<file path="src/ipr_pkg.sv">
// ----------------------------------------------------------------------------
// ipr_pkg
// Types and constants shared by the isolated pixel removal unit.
// ----------------------------------------------------------------------------
`default_nettype none

package ipr_pkg;

	localparam int unsigned SIZE_W = 6;
	localparam logic [SIZE_W-1:0] SIZE_RESET = 6'd32;

	// Commands from the controller to the datapath.
	typedef struct packed {
		logic take;  // input beat accepted: latch pixel, read history
		logic calc;  // update window, history and counters, load results
		logic pop;   // output beat accepted: retire the oldest pending result
	} cmd_t;

	// Status from the datapath to the controller.
	typedef struct packed {
		logic has_out;   // the item in calculation produces at least one result
		logic one_left;  // at most one result is still pending
	} sts_t;

endpackage

`default_nettype wire

</file>
<file path="src/ipr_pix_if.sv">
// ----------------------------------------------------------------------------
// ipr_pix_if
// Input pixel channel: one pixel per beat.
// ----------------------------------------------------------------------------
`default_nettype none

interface ipr_pix_if;
	logic valid;
	logic ready;
	logic pixel_in;

	modport source (output valid, output pixel_in, input ready);
	modport sink (input valid, input pixel_in, output ready);
endinterface

`default_nettype wire

</file>
<file path="src/ipr_res_if.sv">
// ----------------------------------------------------------------------------
// ipr_res_if
// Result channel: one filtered pixel per beat with its end markers.
// ----------------------------------------------------------------------------
`default_nettype none

interface ipr_res_if;
	logic valid;
	logic ready;
	logic pixel_out;
	logic run_last;
	logic frame_last;

	modport source (output valid, output pixel_out, output run_last, output frame_last,
		input ready);
	modport sink (input valid, input pixel_out, input run_last, input frame_last,
		output ready);
endinterface

`default_nettype wire

</file>
<file path="src/ipr_cfg_if.sv">
// ----------------------------------------------------------------------------
// ipr_cfg_if
// Configuration write channel carrying the image size.
// ----------------------------------------------------------------------------
`default_nettype none

interface ipr_cfg_if;
	logic valid;
	logic ready;
	logic [ipr_pkg::SIZE_W-1:0] image_size;

	modport source (output valid, output image_size, input ready);
	modport sink (input valid, input image_size, output ready);
endinterface

`default_nettype wire

</file>
<file path="src/isolated_pixel_removal_unit.sv">
// Latency: a pixel accepted at one edge is calculated in the next cycle; its
// first result beat is offered the cycle after that.
// A new pixel is taken only after the last is calculated and its results
// sent, due to the registered row history read and the single result port.
// Reset: size returns to 32, window and counters clear; history is not cleared.
`default_nettype none

module isolated_pixel_removal_unit #(
	parameter int unsigned MAX_SIZE = 32
) (
	input wire logic  clk,
	input wire logic  arst_n,
	ipr_pix_if.sink   pixels,
	ipr_res_if.source results,
	ipr_cfg_if.sink   cfg
);

	ipr_pkg::cmd_t cmd;
	ipr_pkg::sts_t sts;

	assign cfg.ready = 1'b1;

	ipr_ctrl u_ctrl (
		.clk       (clk),
		.arst_n    (arst_n),
		.in_valid  (pixels.valid),
		.in_ready  (pixels.ready),
		.out_valid (results.valid),
		.out_ready (results.ready),
		.sts       (sts),
		.cmd       (cmd)
	);

	ipr_dp #(
		.MAX_SIZE (MAX_SIZE)
	) u_dp (
		.clk        (clk),
		.arst_n     (arst_n),
		.cmd        (cmd),
		.sts        (sts),
		.cfg_wr     (cfg.valid),
		.cfg_size   (cfg.image_size),
		.pixel_in   (pixels.pixel_in),
		.pixel_out  (results.pixel_out),
		.run_last   (results.run_last),
		.frame_last (results.frame_last)
	);

endmodule

`default_nettype wire

</file>
<file path="src/ipr_ctrl.sv">
// ----------------------------------------------------------------------------
// ipr_ctrl
// Controller: sequences accept, calculation and result delivery per pixel.
// ----------------------------------------------------------------------------
`default_nettype none

module ipr_ctrl (
	input  wire logic          clk,
	input  wire logic          arst_n,
	input  wire logic          in_valid,
	output logic               in_ready,
	output logic               out_valid,
	input  wire logic          out_ready,
	input  wire ipr_pkg::sts_t sts,
	output ipr_pkg::cmd_t      cmd
);

	typedef enum logic [1:0] {
		ST_IDLE,
		ST_CALC,
		ST_SEND
	} state_t;

	state_t state_q;
	logic   in_ready_q;
	logic   out_valid_q;

	assign in_ready  = in_ready_q;
	assign out_valid = out_valid_q;

	always_comb begin
		cmd.take = in_ready_q && in_valid;
		cmd.calc = (state_q == ST_CALC);
		cmd.pop  = out_valid_q && out_ready;
	end

	always_ff @(posedge clk or negedge arst_n) begin
		if (!arst_n) begin
			state_q     <= ST_IDLE;
			in_ready_q  <= 1'b0;
			out_valid_q <= 1'b0;
		end else begin
			case (state_q)
				ST_IDLE: begin
					if (in_ready_q && in_valid) begin
						in_ready_q <= 1'b0;
						state_q    <= ST_CALC;
					end else begin
						in_ready_q <= 1'b1;
					end
				end
				ST_CALC: begin
					if (sts.has_out) begin
						out_valid_q <= 1'b1;
						state_q     <= ST_SEND;
					end else begin
						in_ready_q <= 1'b1;
						state_q    <= ST_IDLE;
					end
				end
				ST_SEND: begin
					if (out_valid_q && out_ready && sts.one_left) begin
						out_valid_q <= 1'b0;
						in_ready_q  <= 1'b1;
						state_q     <= ST_IDLE;
					end
				end
				default: begin
					state_q     <= ST_IDLE;
					in_ready_q  <= 1'b0;
					out_valid_q <= 1'b0;
				end
			endcase
		end
	end

endmodule

`default_nettype wire

</file>
<file path="src/ipr_dp.sv">
// ----------------------------------------------------------------------------
// ipr_dp
// Datapath: row history memory, 3x3 window, position counters and results.
// ----------------------------------------------------------------------------
`default_nettype none

module ipr_dp #(
	parameter int unsigned MAX_SIZE = 32
) (
	input  wire logic                       clk,
	input  wire logic                       arst_n,
	input  wire ipr_pkg::cmd_t              cmd,
	output ipr_pkg::sts_t                   sts,
	input  wire logic                       cfg_wr,
	input  wire logic [ipr_pkg::SIZE_W-1:0] cfg_size,
	input  wire logic                       pixel_in,
	output logic                            pixel_out,
	output logic                            run_last,
	output logic                            frame_last
);

	localparam int unsigned AW = (MAX_SIZE > 1) ? $clog2(MAX_SIZE) : 1;
	localparam int unsigned SW = ipr_pkg::SIZE_W;

	// Window bit index is column * 3 + row; cells beyond the window are unset.
	function automatic logic win_bit(input logic [8:0] w, input int r, input int c);
		if (r < 0 || r > 2 || c < 0 || c > 2) begin
			return 1'b0;
		end
		return w[c * 3 + r];
	endfunction

	function automatic logic filt(input logic [8:0] w, input int rc, input int cc);
		logic any;
		any = 1'b0;
		for (int r = rc - 1; r <= rc + 1; r++) begin
			for (int c = cc - 1; c <= cc + 1; c++) begin
				if (!(r == rc && c == cc)) begin
					any = any | win_bit(w, r, c);
				end
			end
		end
		return win_bit(w, rc, cc) & any;
	endfunction

	logic [SW-1:0] size_q;
	logic [SW-1:0] row_q;
	logic [SW-1:0] col_q;
	logic [8:0]    window_q;
	logic [3:0]    mask_q;
	logic [3:0]    bits_q;
	logic          pix_q;
	logic [1:0]    hist_q;
	logic [1:0]    hist_mem [MAX_SIZE];

	logic [SW-1:0] n;
	logic [SW-1:0] nm1;
	logic          wrap;
	logic [SW-1:0] row_e;
	logic [SW-1:0] col_e;
	logic [AW-1:0] addr;
	logic [8:0]    w_base;
	logic [2:0]    newcol;
	logic [8:0]    w;
	logic [3:0]    mask_d;
	logic [3:0]    bits_d;
	logic [SW-1:0] col_inc;
	logic [SW-1:0] row_inc;
	logic [3:0]    mask_rest;

	always_comb begin
		if (size_q == '0) begin
			n = SW'(1);
		end else if (size_q > SW'(MAX_SIZE)) begin
			n = SW'(MAX_SIZE);
		end else begin
			n = size_q;
		end
		nm1 = n - SW'(1);

		wrap  = (row_q >= n) || (col_q >= n);
		row_e = wrap ? '0 : row_q;
		col_e = wrap ? '0 : col_q;
		addr  = col_e[AW-1:0];

		w_base = (col_e == '0) ? '0 : window_q;
		newcol = {hist_q[0] & 1'b0, 2'b00};
		newcol[2] = pix_q;
		newcol[1] = (row_e != '0) ? hist_q[0] : 1'b0;
		newcol[0] = (row_e > SW'(1)) ? hist_q[1] : 1'b0;
		w = {newcol, w_base[8:3]};

		mask_d[0] = (row_e != '0) && (col_e != '0);
		mask_d[1] = (row_e != '0) && (col_e == nm1);
		mask_d[2] = (row_e == nm1) && (col_e != '0);
		mask_d[3] = (row_e == nm1) && (col_e == nm1);
		bits_d[0] = filt(w, 1, 1);
		bits_d[1] = filt(w, 1, 2);
		bits_d[2] = filt(w, 2, 1);
		bits_d[3] = filt(w, 2, 2);

		col_inc = col_e + SW'(1);
		row_inc = row_e + SW'(1);

		// Clearing the lowest set bit retires the result now on the port.
		mask_rest = mask_q & (mask_q - 4'd1);
	end

	assign sts.has_out  = |mask_d;
	assign sts.one_left = (mask_rest == 4'd0);

	always_comb begin
		pixel_out  = bits_q[3];
		frame_last = 1'b1;
		if (mask_q[0]) begin
			pixel_out  = bits_q[0];
			frame_last = 1'b0;
		end else if (mask_q[1]) begin
			pixel_out  = bits_q[1];
			frame_last = 1'b0;
		end else if (mask_q[2]) begin
			pixel_out  = bits_q[2];
			frame_last = 1'b0;
		end
		run_last = (mask_rest == 4'd0);
	end

	always_ff @(posedge clk or negedge arst_n) begin
		if (!arst_n) begin
			size_q   <= ipr_pkg::SIZE_RESET;
			row_q    <= '0;
			col_q    <= '0;
			window_q <= '0;
			mask_q   <= '0;
		end else if (cfg_wr) begin
			size_q   <= cfg_size;
			row_q    <= '0;
			col_q    <= '0;
			window_q <= '0;
		end else if (cmd.calc) begin
			window_q <= w;
			mask_q   <= mask_d;
			if (col_inc >= n) begin
				col_q <= '0;
				row_q <= (row_inc >= n) ? '0 : row_inc;
			end else begin
				col_q <= col_inc;
				row_q <= row_e;
			end
		end else if (cmd.pop) begin
			mask_q <= mask_rest;
		end
	end

	always_ff @(posedge clk) begin
		if (cmd.take) begin
			pix_q  <= pixel_in;
			hist_q <= hist_mem[addr];
		end
		if (cmd.calc) begin
			bits_q <= bits_d;
		end
	end

	always_ff @(posedge clk) begin
		if (cmd.calc) begin
			hist_mem[addr] <= {hist_q[0], pix_q};
		end
	end

endmodule

`default_nettype wire
</file>
<file path="src/flat_wrapper.sv">
// flat-port wrapper written by rule: the top's interface ports become plain ports
module isolated_pixel_removal_unit_flat 
#(
	parameter int unsigned MAX_SIZE = 32
)
  (clk, arst_n, pixels_valid, pixels_pixel_in, pixels_ready, results_valid, results_pixel_out, results_run_last, results_frame_last, results_ready, cfg_valid, cfg_image_size, cfg_ready);
  ipr_pix_if pixels_i ();
  ipr_res_if results_i ();
  ipr_cfg_if cfg_i ();
  input wire logic clk;
  input wire logic arst_n;
  input wire logic [$bits(pixels_i.valid)-1:0] pixels_valid;
  input wire logic [$bits(pixels_i.pixel_in)-1:0] pixels_pixel_in;
  output wire logic [$bits(pixels_i.ready)-1:0] pixels_ready;
  output wire logic [$bits(results_i.valid)-1:0] results_valid;
  output wire logic [$bits(results_i.pixel_out)-1:0] results_pixel_out;
  output wire logic [$bits(results_i.run_last)-1:0] results_run_last;
  output wire logic [$bits(results_i.frame_last)-1:0] results_frame_last;
  input wire logic [$bits(results_i.ready)-1:0] results_ready;
  input wire logic [$bits(cfg_i.valid)-1:0] cfg_valid;
  input wire logic [$bits(cfg_i.image_size)-1:0] cfg_image_size;
  output wire logic [$bits(cfg_i.ready)-1:0] cfg_ready;
  assign pixels_i.valid = pixels_valid;
  assign pixels_i.pixel_in = pixels_pixel_in;
  assign pixels_ready = pixels_i.ready;
  assign results_valid = results_i.valid;
  assign results_pixel_out = results_i.pixel_out;
  assign results_run_last = results_i.run_last;
  assign results_frame_last = results_i.frame_last;
  assign results_i.ready = results_ready;
  assign cfg_i.valid = cfg_valid;
  assign cfg_i.image_size = cfg_image_size;
  assign cfg_ready = cfg_i.ready;
  isolated_pixel_removal_unit #(.MAX_SIZE(MAX_SIZE)) u_core (.clk(clk), .arst_n(arst_n), .pixels(pixels_i), .results(results_i), .cfg(cfg_i));
endmodule
</file>
<file path="config.mk">
export PLATFORM = sky130hd
export DESIGN_NAME = isolated_pixel_removal_unit_flat
export DESIGN_NICKNAME = d
export VERILOG_FILES = /design/src/ipr_pkg.sv /design/src/ipr_pix_if.sv /design/src/ipr_res_if.sv /design/src/ipr_cfg_if.sv /design/src/isolated_pixel_removal_unit.sv /design/src/ipr_ctrl.sv /design/src/ipr_dp.sv /design/src/flat_wrapper.sv
export SDC_FILE = /design/constraint.sdc
export NUM_CORES = 1
export LEC_CHECK = 0
export BUFFER_PORTS_ARGS = -buffer_cell sky130_fd_sc_hd__clkbuf_2
export CORE_MARGIN = 4
export CORE_UTILIZATION = 54
export DETAILED_ROUTE_END_ITERATION = 10
export GPL_TIMING_DRIVEN = 1
export PLACE_DENSITY_LB_ADDON = 0.15
export SETUP_SLACK_MARGIN = 0.15
export SLEW_MARGIN = 20
export SYNTH_ARGS = -nofsm -noshare
export SYNTH_HDL_FRONTEND = slang
export SYNTH_HIERARCHICAL = 1
export SYNTH_SLANG_ARGS = --single-unit
</file>
<file path="constraint.sdc">
create_clock -name clk -period 6 [get_ports clk]
set_input_delay 0.6 -clock clk [delete_from_list [all_inputs] [get_ports clk]]
set_output_delay 0.6 -clock clk [all_outputs]
set_load 0.03 [all_outputs]
</file>
==> out/metrics.csv <==
metric,value,unit
vias,4037,
syn_inst,501,
antenna_found_initial,0,
tritoncts,done,
clock.fmax,213,MHz
rsz0062_at_grt,no,
dp_hpwl,8640,um
fin_crit,4.70,ns
cts.sinks,103,
outcome,completed,
post_cts_buffers,0,
grt.overflow.total,0,
clock_path_buffers,2,
cts-root-buf,clkbuf_8,
synth_edf_count,71,
drv_cap,0,
coreArea,0.0102,mm^2
synth-seq-cells,103,
clkSlewWorstSetupHoldPaths,0.10,ns
ys.flop_type,edfxtp_1,
grt_max_degree,37,
p_leak,2.30,nW
fin_setup_tns,0,ns
dr.pass1.iters,5,
cts_made_buffers,9,
postRouteAntennaNets,0,
synth_warnings,6,
die_height,110,um
hold_violations,0,
postCtsHoldBufs,0,
skew,0.0191,ns
synth_fp_nets,549,
drc,0,
critPathKind,reg -> reg,
routedWlPerCell,19.3,um
cts_max_level,3,
async_flop_share,0.311,
place.gp.congestion,0.894,
clock_latency,0.38,ns
area_growth,7.40,%
port_buffers,16,
die_x,110,um
final_net_count,561,
yosysSeqAreaShare,0.521,
drt_iter0_markers,249,
diodes,0,
gr-usage-all-layers,0.224,
final_core_util,0.591,
ys_types,70,
fin_cells,654,
hp-class,in -> async,
critPathLaunchType,flip-flop,
rows,37,
crit_required,6.29,ns
io_pins,18,
avgSynthCellArea,11.2,um^2
wl,12700,um
grt_pass1_wl,20600,um
min_period_over_period,0.783,
setup_viol,0,
cts_resized,0,
worst_setup_path_end_kind,flip-flop,
slew_headroom,0.376,
dp_cells,636,
maxSlewViolCount,0,
via_per_inst,6.17,
cp_max_fo,7,
p_total,1.95,mW
drive_above_1_share,0.124,
fill_cells,865,
start_util,0.550,
power-per-cell-area,322,mW/mm^2
worst_slew_pin_slew,0.932,ns
dieArea,0.0121,mm^2
synth_area,0.00563,mm^2
grt_pass1_vias,4089,
cp.arrival,4.99,ns
ir_drop,0.000212,V
==> metal layers <==
metal  vias to the layer above  part of all wire  track usage
met4                         0             0.022        0.106
met2                       131              0.48        0.364
li1                       1890                 -            -
met5                         -                 0            0
met3                        29             0.062       0.0495
met1                      1987              0.43        0.285
==> critical path, cell delays in order (launching register included) <==
cell	delay (ns)
dfrtp_1	0.43
nor4_1	0.28
nor2_1	0.07
nor2_1	0.33
ha_1	0.31
nand2b_1	0.14
a21oi_1	0.18
o21ai_0	0.22
nor3_2	0.58
ha_1	0.32
nand3_1	0.11
xor2_1	0.16
nor2_1	0.09
ha_1	0.20
a21oi_1	0.13
inv_1	0.08
a311o_1	0.36
o22ai_1	0.43
nand2_1	0.11
o31ai_1	0.08
==> cell families (layout without fill, tap and decap cells) <==
kind of cell    after synthesis  after routing  synth area share
simple gates                165            165             0.140
other cells                   1              1          0.000666
xor+xnor                     13             13            0.0202
flops                       103            103             0.521
fa+ha+maj                    37             37            0.0818
compound gates              106            106             0.130
mux                          30             30            0.0718
buf+inv                      46             63            0.0340
==> where the power goes <==
group	switching [mW]	total, mW	internal (mW)
sequential	0.0514	0.901	0.849
combinational	0.383	0.588	0.205
clock	0.255	0.457	0.202
total	0.689	1.95	1.26
==> cells in the mapped netlist (2+ instances only) <==
cell type,count,area share
edfxtp_1,71,0.38
nor2_1,56,0.037
nand2_1,41,0.027
ha_1,36,0.080
dfrtp_1,31,0.14
inv_1,25,0.017
o21ai_0,22,0.020
a21oi_1,18,0.016
nor3_1,18,0.016
mux2i_1,13,0.023
a22o_1,11,0.017
clkbuf_1,9,0.0060
mux2_2,9,0.018
nand2b_1,9,0.010
mux4_2,7,0.028
xor2_1,7,0.011
a31oi_1,6,0.0067
buf_2,6,0.0053
nand3_1,6,0.0053
nor4_1,6,0.0067
o22ai_1,6,0.0067
xnor2_1,6,0.0093
a211oi_1,5,0.0067
or3_1,5,0.0056
a21o_1,4,0.0053
nand4_1,4,0.0044
nor3b_1,4,0.0053
o31ai_1,4,0.0053
and3_1,3,0.0033
buf_1,3,0.0020
buf_4,3,0.0040
o211ai_1,3,0.0040
a2111oi_0,2,0.0031
a32o_1,2,0.0036
and2_1,2,0.0022
o21a_1,2,0.0027
o22a_1,2,0.0031
o311ai_0,2,0.0031
==> layout by cell type (no fill, tap or decap), types with 11 or more instances in the layout <==
master,Yosys,layout
o21ai_0,22,22
inv_1,25,25
ha_1,36,36
a22o_1,11,11
nor3_1,18,18
clkbuf_2,0,16
nor2_1,56,56
mux2i_1,13,13
edfxtp_1,71,71
dfrtp_1,31,31
a21oi_1,18,18
nand2_1,41,41
==> worst paths after layout <==
check	from	endpoint	slack, ns	cells after the start
worst max-delay path	u_core/u_dp/size_q[1]$_DFFE_PN0P_	u_core/u_dp/row_q[3]$_DFFE_PN0P_	1.30	19
worst min-delay path	arst_n	u_core/u_dp/row_q[5]$_DFFE_PN0P_	0.29	1
worst max register to register	u_core/u_dp/size_q[1]$_DFFE_PN0P_	u_core/u_dp/row_q[3]$_DFFE_PN0P_	1.30	19
worst min register to register	u_core/u_dp/window_q[4]$_DFFE_PN0P_	u_core/u_dp/window_q[4]$_DFFE_PN0P_	0.54	1
max in group asynchronous	arst_n	u_core/u_dp/col_q[4]$_DFFE_PN0P_	5.19	1
min in group clk	pixels_pixel_in	u_core/u_dp/pix_q$_DFFE_PP_	0.41	1
==> cell type report <==
class                      instances  area [um^2]  share of cell area
multi-input combinational        352         2500               0.414
inverter                          25         93.8              0.0155
timing repair buffer              22          136              0.0226
clock inverter                     7         83.8              0.0139
clock buffer                       9          124              0.0205
tap                              136          170              0.0281
sequential                       103         2930               0.485
==> sequential cells by signal, summed over array words and instances (netlist names), 4 cells and up <==
register	flops
u_core/u_dp/mask_q	4
u_core/u_dp/row_q	6
u_core/u_dp/bits_q	4
u_core/u_dp/window_q	6
u_core/u_dp/hist_mem	64
u_core/u_dp/col_q	6
u_core/u_dp/size_q	6
==> per-stage QoR <==
stage	setup slack (ns)	hold WS (ns)	instance area, um^2
6_report	1.30	0.288	6050
3_3_place_gp	1.43	0.494	5810
5_1_grt	0.866	0.354	6050
2_1_floorplan	2.20	0.304	5630
4_1_cts	1.33	0.306	6020
3_5_place_dp	1.36	0.504	5810
No activity file was read; power rests on OpenSTA's default activity.
